<file path="src/lds_pkg.sv">
// lds_pkg: types, constants and register codes for the low-discrepancy sample generator
// no dependencies; used by lds_lane and ld_02_sample_generator
package lds_pkg;

	localparam int LANES_DEF = 8;

	// configuration registers
	localparam int CFG_DATA_W = 9;
	localparam int CFG_IDX_W = 1;
	localparam logic [CFG_IDX_W-1:0] REG_SPP_LOG2 = 1'b0;
	localparam logic [CFG_IDX_W-1:0] REG_BLOCK_SIZE = 1'b1;

	localparam logic [4:0] SPP_LOG2_MIN = 5'd3;
	localparam logic [4:0] SPP_LOG2_MAX = 5'd16;
	localparam logic [4:0] SPP_LOG2_RST = 5'd3;
	localparam logic [8:0] BLOCK_MAX = 9'd256;
	localparam logic [8:0] BLOCK_RST = 9'd16;

	// request codes
	localparam logic REQ_SELECT = 1'b0;
	localparam logic REQ_SAMPLE = 1'b1;

	// sample count and sample index widths
	localparam int SPP_W = 17;
	localparam int TAKEN_W = 17;
	localparam int K_W = 18;

	typedef struct packed {
		logic        req_type;
		logic [14:0] block_x;
		logic [14:0] block_y;
		logic [31:0] scramble_x;
		logic [31:0] scramble_y;
	} req_t;

	typedef struct packed {
		logic [15:0] pixel_x;
		logic [15:0] pixel_y;
		logic [23:0] frac_x;
		logic [23:0] frac_y;
		logic        active;
		logic        last;
	} sample_t;

	typedef enum logic {
		ST_IDLE,
		ST_RUN
	} state_t;

	// generator matrix columns of the second sobol dimension
	function automatic logic [K_W-1:0][31:0] sobol_cols();
		logic [K_W-1:0][31:0] t;
		logic [31:0] col;
		col = 32'h8000_0000;
		for (int j = 0; j < K_W; j++) begin
			t[j] = col;
			col = col ^ (col >> 1);
		end
		return t;
	endfunction

	localparam logic [K_W-1:0][31:0] SOBOL_COL = sobol_cols();

endpackage

</file>
<file path="src/ld_02_sample_generator.sv">
// ld_02_sample_generator: top level, request sequencer, pixel walk and result register
// depends on lds_pkg and lds_lane
//
// usage
//  request channel: a beat is taken at a clock edge with start high and busy low
//  a select beat (req_type 0) loads the block origin and rewinds to its first pixel;
//   it gives no results and leaves busy low, so another beat can follow next cycle
//  a sample beat (req_type 1) gives LANES result beats on sample, one per cycle,
//   each marked by sample_valid for exactly one cycle; the first comes out through
//   the state register and then the result register, the last has sample.last set
//  busy stays high through the last lane of a pass, so no new beat is taken during
//   a pass; the one lane unit is stepped once per lane
//  lanes beyond the samples left for the pixel, or with no block open, are inactive
//  configuration: cfg_we writes cfg_data into register cfg_index at once; the user
//   must write only while no pass is running, unenforced; 0 = spp_log2, 1 = block_size
//  reset (arst_n low) clears the sequencer, closes the block and loads the
//   register defaults; no result beat is given during or right after reset
//  the receiver cannot stall: every result beat must be taken when shown
module ld_02_sample_generator import lds_pkg::*; #(
	parameter int LANES = LANES_DEF
) (
	input  logic                  clk,
	input  logic                  arst_n,
	input  logic                  start,
	output logic                  busy,
	input  req_t                  request,
	output logic                  sample_valid,
	output sample_t               sample,
	input  logic                  cfg_we,
	input  logic [CFG_IDX_W-1:0]  cfg_index,
	input  logic [CFG_DATA_W-1:0] cfg_data
);

	localparam int LANE_W = (LANES > 1) ? $clog2(LANES) : 1;

	state_t state_q, state_d;

	logic [4:0]          spp_log2_q;
	logic [8:0]          block_size_q;
	logic                selected_q;
	logic [14:0]         origin_x_q;
	logic [14:0]         origin_y_q;
	logic [15:0]         cur_x_q;
	logic [15:0]         cur_y_q;
	logic [TAKEN_W-1:0]  taken_q;
	logic [31:0]         sx_q;
	logic [31:0]         sy_q;
	logic [LANE_W-1:0]   lane_q;
	logic                sample_valid_q;
	sample_t             sample_q;

	logic [4:0]     spp_l;
	logic [SPP_W-1:0] spp;
	logic [8:0]     bs;
	logic           avail;
	logic [K_W-1:0] k;
	logic           lane_active;
	logic           lane_last;
	logic           advance;
	logic [15:0]    next_x;
	logic           wrap;
	logic [23:0]    frac_x;
	logic [23:0]    frac_y;
	logic           accept;
	sample_t        sample_d;

	// clamp the registers to their usable ranges
	always_comb begin
		if (spp_log2_q < SPP_LOG2_MIN) begin
			spp_l = SPP_LOG2_MIN;
		end else if (spp_log2_q > SPP_LOG2_MAX) begin
			spp_l = SPP_LOG2_MAX;
		end else begin
			spp_l = spp_log2_q;
		end
		spp = SPP_W'(1) << spp_l;
		bs = (block_size_q > BLOCK_MAX) ? BLOCK_MAX : block_size_q;
	end

	assign avail = selected_q && ({1'b0, cur_y_q} < (17'(origin_y_q) + 17'(bs)));
	assign k = K_W'(taken_q) + K_W'(lane_q);
	assign lane_active = avail && (k < K_W'(spp));
	assign lane_last = (lane_q == LANE_W'(LANES - 1));
	// pixel is used up once this pass reaches or passes spp
	assign advance = (K_W'(taken_q) + K_W'(LANES)) >= K_W'(spp);
	assign next_x = cur_x_q + 16'd1;
	assign wrap = {1'b0, next_x} >= (17'(origin_x_q) + 17'(bs));
	assign accept = start && !busy;

	lds_lane u_lane (
		.k          (k),
		.scramble_x (sx_q),
		.scramble_y (sy_q),
		.frac_x     (frac_x),
		.frac_y     (frac_y)
	);

	always_comb begin
		sample_d.last = lane_last;
		sample_d.active = lane_active;
		if (lane_active) begin
			sample_d.pixel_x = cur_x_q;
			sample_d.pixel_y = cur_y_q;
			sample_d.frac_x = frac_x;
			sample_d.frac_y = frac_y;
		end else begin
			sample_d.pixel_x = '0;
			sample_d.pixel_y = '0;
			sample_d.frac_x = '0;
			sample_d.frac_y = '0;
		end
	end

	// next state
	always_comb begin
		state_d = state_q;
		unique case (state_q)
			ST_IDLE: begin
				if (start && request.req_type == REQ_SAMPLE) begin
					state_d = ST_RUN;
				end
			end
			ST_RUN: begin
				if (lane_last) begin
					state_d = ST_IDLE;
				end
			end
			default: state_d = ST_IDLE;
		endcase
	end

	// outputs
	always_comb begin
		busy = (state_q == ST_RUN);
	end

	assign sample_valid = sample_valid_q;
	assign sample = sample_q;

	always_ff @(posedge clk or negedge arst_n) begin
		if (!arst_n) begin
			state_q <= ST_IDLE;
			spp_log2_q <= SPP_LOG2_RST;
			block_size_q <= BLOCK_RST;
			selected_q <= 1'b0;
			origin_x_q <= '0;
			origin_y_q <= '0;
			cur_x_q <= '0;
			cur_y_q <= '0;
			taken_q <= '0;
			lane_q <= '0;
			sample_valid_q <= 1'b0;
		end else begin
			state_q <= state_d;
			sample_valid_q <= (state_q == ST_RUN);

			if (cfg_we) begin
				unique case (cfg_index)
					REG_SPP_LOG2:   spp_log2_q <= cfg_data[4:0];
					REG_BLOCK_SIZE: block_size_q <= cfg_data[8:0];
					default: ;
				endcase
			end

			if (accept && request.req_type == REQ_SELECT) begin
				origin_x_q <= request.block_x;
				origin_y_q <= request.block_y;
				cur_x_q <= 16'(request.block_x);
				cur_y_q <= 16'(request.block_y);
				taken_q <= '0;
				selected_q <= 1'b1;
			end

			if (accept) begin
				lane_q <= '0;
			end else if (state_q == ST_RUN) begin
				lane_q <= lane_q + LANE_W'(1);
			end

			// pixel walk at the end of a pass
			if (state_q == ST_RUN && lane_last && avail) begin
				if (advance) begin
					taken_q <= '0;
					if (wrap) begin
						cur_x_q <= 16'(origin_x_q);
						cur_y_q <= cur_y_q + 16'd1;
					end else begin
						cur_x_q <= next_x;
					end
				end else begin
					taken_q <= taken_q + TAKEN_W'(LANES);
				end
			end
		end
	end

	// payload registers
	always_ff @(posedge clk) begin
		if (accept) begin
			sx_q <= request.scramble_x;
			sy_q <= request.scramble_y;
		end
		if (state_q == ST_RUN) begin
			sample_q <= sample_d;
		end
	end

endmodule

</file>
<file path="src/lds_lane.sv">
// lds_lane: shared sample unit, one sample index per cycle to two scrambled fractions
// depends on lds_pkg (sobol columns, index width)
module lds_lane import lds_pkg::*; (
	input  logic [K_W-1:0] k,
	input  logic [31:0]    scramble_x,
	input  logic [31:0]    scramble_y,
	output logic [23:0]    frac_x,
	output logic [23:0]    frac_y
);

	logic [31:0] k32;
	logic [31:0] rev;
	logic [31:0] gen;

	always_comb begin
		k32 = 32'(k);
		for (int i = 0; i < 32; i++) begin
			rev[i] = k32[31-i];
		end
		// gf(2) matrix product: xor of the columns picked by the index bits
		gen = scramble_y;
		for (int j = 0; j < K_W; j++) begin
			if (k[j]) begin
				gen = gen ^ SOBOL_COL[j];
			end
		end
	end

	assign frac_x = rev[31:8] ^ scramble_x[31:8];
	assign frac_y = gen[31:8];

endmodule
</file>
<file path="config.mk">
export PLATFORM = sky130hd
export DESIGN_NAME = ld_02_sample_generator
export DESIGN_NICKNAME = d
export VERILOG_FILES = /design/src/lds_pkg.sv /design/src/ld_02_sample_generator.sv /design/src/lds_lane.sv
export SDC_FILE = /design/constraint.sdc
export NUM_CORES = 1
export LEC_CHECK = 0
export BUFFER_PORTS_ARGS = -buffer_cell sky130_fd_sc_hd__clkbuf_2
export CAP_MARGIN = 20
export CORE_ASPECT_RATIO = 0.7
export CORE_MARGIN = 2
export CORE_UTILIZATION = 58
export CTS_CLUSTER_DIAMETER = 30
export DETAILED_ROUTE_END_ITERATION = 16
export PLACE_DENSITY = 0.82
export SYNTH_ARGS = -nofsm -noshare
export SYNTH_HDL_FRONTEND = slang
export SYNTH_SLANG_ARGS = --single-unit
</file>
<file path="constraint.sdc">
create_clock -name clk -period 7 [get_ports clk]
set_input_delay 1.05 -clock clk [delete_from_list [all_inputs] [get_ports clk]]
set_output_delay 1.05 -clock clk [all_outputs]
set_load 0.05 [all_outputs]
</file>
==> run_results.csv <==
group,metric,value,unit
run_status,status,"finished, final reports clean",
synth,synth_seq_cells,226,
placed_design,detailedPlacementHpwl,20000,um
worst_hold_path,holdCritPathClass,"in2async",
floorplan,die_w,178,um
worst_setup_path,critPathBufInv,3,
grt,gr-usage-all-layers,26.4,%
grt,grt_antenna_before_repair,0,
placed_design,place.gp.congestion,0.885,
sta,final.min_clock_period,5.80,ns
placed_design,dp.cells,1502,
worst_setup_path,crit_path_cell_trace,"nor2b_1, inv_1, fa_1, inv_1, maj3_1, a21o_1, a21oi_1, o311ai_0, o21ai_0, xor2_1, ha_1, a21o_1, a221oi_1, nand3_1, a221oi_4, buf_4, mux2i_1, a31oi_1",
sta,worst_slew_margin_rel,29.6,%
clock_tree,ctsHoldBuffers,0,
route,wl,28800,um
power,power_density,544,nW/um2
clock_tree,cts_made_buffers,39,
clock_tree,tritoncts,"yes",
floorplan,floorplan.io_pins,193,
synth,synthTopCellsByArea,"edfxtp_1, dfrtp_1, ha_1",
cells_and_area,seqCellArea,6310,um2
worst_setup_path,reg2reg_setup_slack,1.20,ns
sta,final.setup.tns,0,ns
cells_and_area,layout.cells.non_filler,1573,
synth,synth-edff-count,130,
floorplan,fp.dieArea,22300,um2
sta,grt_setup_unrepaired,"no",
placed_design,numPortBuffers,176,
synth,synthArstFlopShare,42.5,%
sta,fin_skew,0.0231,ns
cells_and_area,multi_input_comb_area,5590,um2
clock_tree,clock-root-buffer,"clkbuf_16",
grt,grt.overflow.total,0,
run,maxCapViolCount,0,
synth,avg_synthesized_cell_area,11.1,um2
worst_setup_path,r2r_start,"block_size_q[8]",
sta,period_share,82.9,%
cells_and_area,antenna_cells,0,
floorplan,design.core.area,20700,um2
worst_setup_path,r2r-end,"cur_x_q[10]",
clock_tree,postCtsResizedCells,0,
clock_tree,worst_skew_pair.late_latency,0.51,ns
clock_tree,clk_pin_slew_worst_paths,0.05,ns
synth,yosys.area.top_type_share,31.9,%
floorplan,num_rows,44,
worst_setup_path,timing.critical_path.to,"cur_x_q[10]",
route,remaining_drcs,0,
synth,mappedNetlistArea,12300,um2
synth,synth_warnings,0,
power,ir_drop_worst_case_vdd,0.694,mV
worst_setup_path,timing.critical_path.arrival,6.17,ns
route,route.vias.total,8964,
sta,setup_viol_count_final,0,
clock_tree,cts.path.max_buffers,3,
cells_and_area,syn2layout_area_growth,19.7,%
cells_and_area,final_layout_size_suffix_gt1_share,22.1,%
route,drt_first_pass_iters,7,
worst_setup_path,crit_slowest_cell,"a221oi_4",
worst_setup_path,crit_fanout,11,
power,p_leak,0.00654,uW
worst_setup_path,cp_top_family,"compound AO/OA/AOI/OAI gates",
route,drtIter0Drc,749,
worst_setup_path,critPathLaunchType,"register",
sta,fmax,0.172,GHz
worst_setup_path,cpPeakStageDelay,0.69,ns
grt,grt_first_pass_wirelength,46200,um
floorplan,die_h,126,um
sta,report.final.slew_viol_count,0,
cells_and_area,number_of_filler_instances_in_the_final_layout,1444,
synth,yosys.area.top_type,"edfxtp_1",
route,route.detailed.wl_per_inst,18.3,um
synth,synth_most_common_cell,"nand2_1",
clock_tree,post-cts-setup-buffers,0,
clock_tree,tritoncts_num_sinks,226,
sta,transition_at_the_pin_with_the_smallest_max_transition_slack,1.05,ns
synth,synthCells,1099,
floorplan,start_util,59.2,%
worst_setup_path,timing.critical_path.to_type,"register",
worst_setup_path,worstSetupStartpoint,"block_size_q[8]",
grt,grt_pass1_vias,8866,
worst_setup_path,crit_required,7.36,ns
grt,grt_max_degree,71,
synth,seq_area_frac_synth,51.5,%
worst_setup_path,worst-r2r-cell-count,18,
clock_tree,cts_htree_levels,2,
worst_setup_path,path_depth,18,
cells_and_area,nets,1460,
route,ant_nets,0,
worst_setup_path,crit_type,"reg2reg",
synth,synth.lib_cells_used.distinct,67,
synth,postSynth.topFlopCell,"edfxtp_1",
synth,synth_top_cells_by_count,"nand2_1, edfxtp_1, xnor2_1, dfrtp_1, ha_1",
sta,final-hold-violation-count,0,
route,viasPerCell,5.70,
## registers in the layout, summed over array words and instances (netlist names), 9 cells and up
register      cells
taken_q          14
sx_q             24
sy_q             24
block_size_q      9
sample           82
cur_y_q          16
cur_x_q          16
origin_y_q       15
origin_x_q       15
## cells in the final DEF (no fill, tap or decap), types with 27 or more instances in the layout
cell type / netlist / layout
clkbuf_2: 1 / 175
nand2_1: 160 / 160
edfxtp_1: 130 / 130
xnor2_1: 99 / 99
dfrtp_1: 93 / 92
ha_1: 82 / 82
nor2_1: 58 / 58
and2_1: 46 / 46
clkbuf_16: 0 / 41
nand3_1: 29 / 29
xor2_1: 29 / 29
mux2i_1: 28 / 28
a21oi_1: 27 / 27
## routing by layer
metal / up-vias / global-route usage (%) / share of wire [%]
li1: 4209 / - / -
met1: 4295 / 39.7 / 45
met2: 405 / 38.8 / 44
met3: 55 / 5.08 / 8.4
met4: 0 / 8.00 / 2.4
met5: - / 0 / 0
## worst min path at each step
stage | from | to | slack [ns] | cells after the start
final | arst_n | origin_x_q[11] | 0.46 | 1
after global routing | arst_n | origin_x_q[10] | 0.49 | 1
after CTS | arst_n | origin_x_q[11] | 0.46 | 1
after detailed placement | origin_y_q[5] | origin_y_q[5] | 0.47 | 2
after global placement | origin_y_q[6] | origin_y_q[6] | 0.47 | 2
after floorplan | selected_q | selected_q | 0.43 | 1
## report_power, final
part | internal [uW] | switching, uW | leakage [uW] | total [uW]
Combinational | 1180 | 2310 | 0.00337 | 3500
Clock | 1300 | 678 | 0.000661 | 1980
Sequential | 2090 | 406 | 0.00251 | 2500
Total | 4580 | 3400 | 0.00654 | 7970
## worst register-to-register path: cells and delay by family (launching register included)
family | cells | cell delay (ns)
xor gates and xnor gates | 1 | 0.18
and+or+nand+nor | 2 | 0.62
buffers and inverters | 3 | 0.66
adders and majority gates | 3 | 0.92
AOI/OAI and AO/OA | 8 | 2.50
DFF | 1 | 0.54
muxes | 1 | 0.25
## per-stage QoR
| stage | total power, uW | utilization [%] | setup slack (ns) | instance area (um2) | hold WS [ns] |
|---|---|---|---|---|---|
| finish | 7970 | 70.9 | 1.20 | 14700 | 0.461 |
| global route | 8430 | 70.9 | 0.787 | 14700 | 0.486 |
| CTS | 7980 | 70.9 | 1.26 | 14700 | 0.465 |
| detailed placement | 5960 | 64.2 | 1.34 | 13300 | 0.472 |
| global placement | 5820 | 64.2 | 1.61 | 13300 | 0.466 |
| floorplan | 5210 | - | 1.31 | 12300 | 0.435 |
## area by class of cell
| cell class | instances | share of cell area, % |
|---|---|---|
| tap | 276 | 2.35 |
| sequential | 226 | 43.0 |
| clock buffer | 47 | 7.35 |
| multi-input combinational | 792 | 38.1 |
| timing repair buffer | 186 | 6.53 |
| clock inverter | 24 | 2.06 |
| inverter | 22 | 0.572 |
## logic make-up after synthesis
kind of cell	count (synthesis)	synth area share, %
AND/OR/NAND/NOR	382	15.0
flip-flops	226	51.5
AO/OA/AOI/OAI	150	8.58
XOR/XNOR	128	9.15
adder cells (fa/ha/maj)	87	8.95
buffers and inverters	82	3.14
multiplexers	43	3.67
other	1	0.0306
Power figures use the tool's default switching activity.
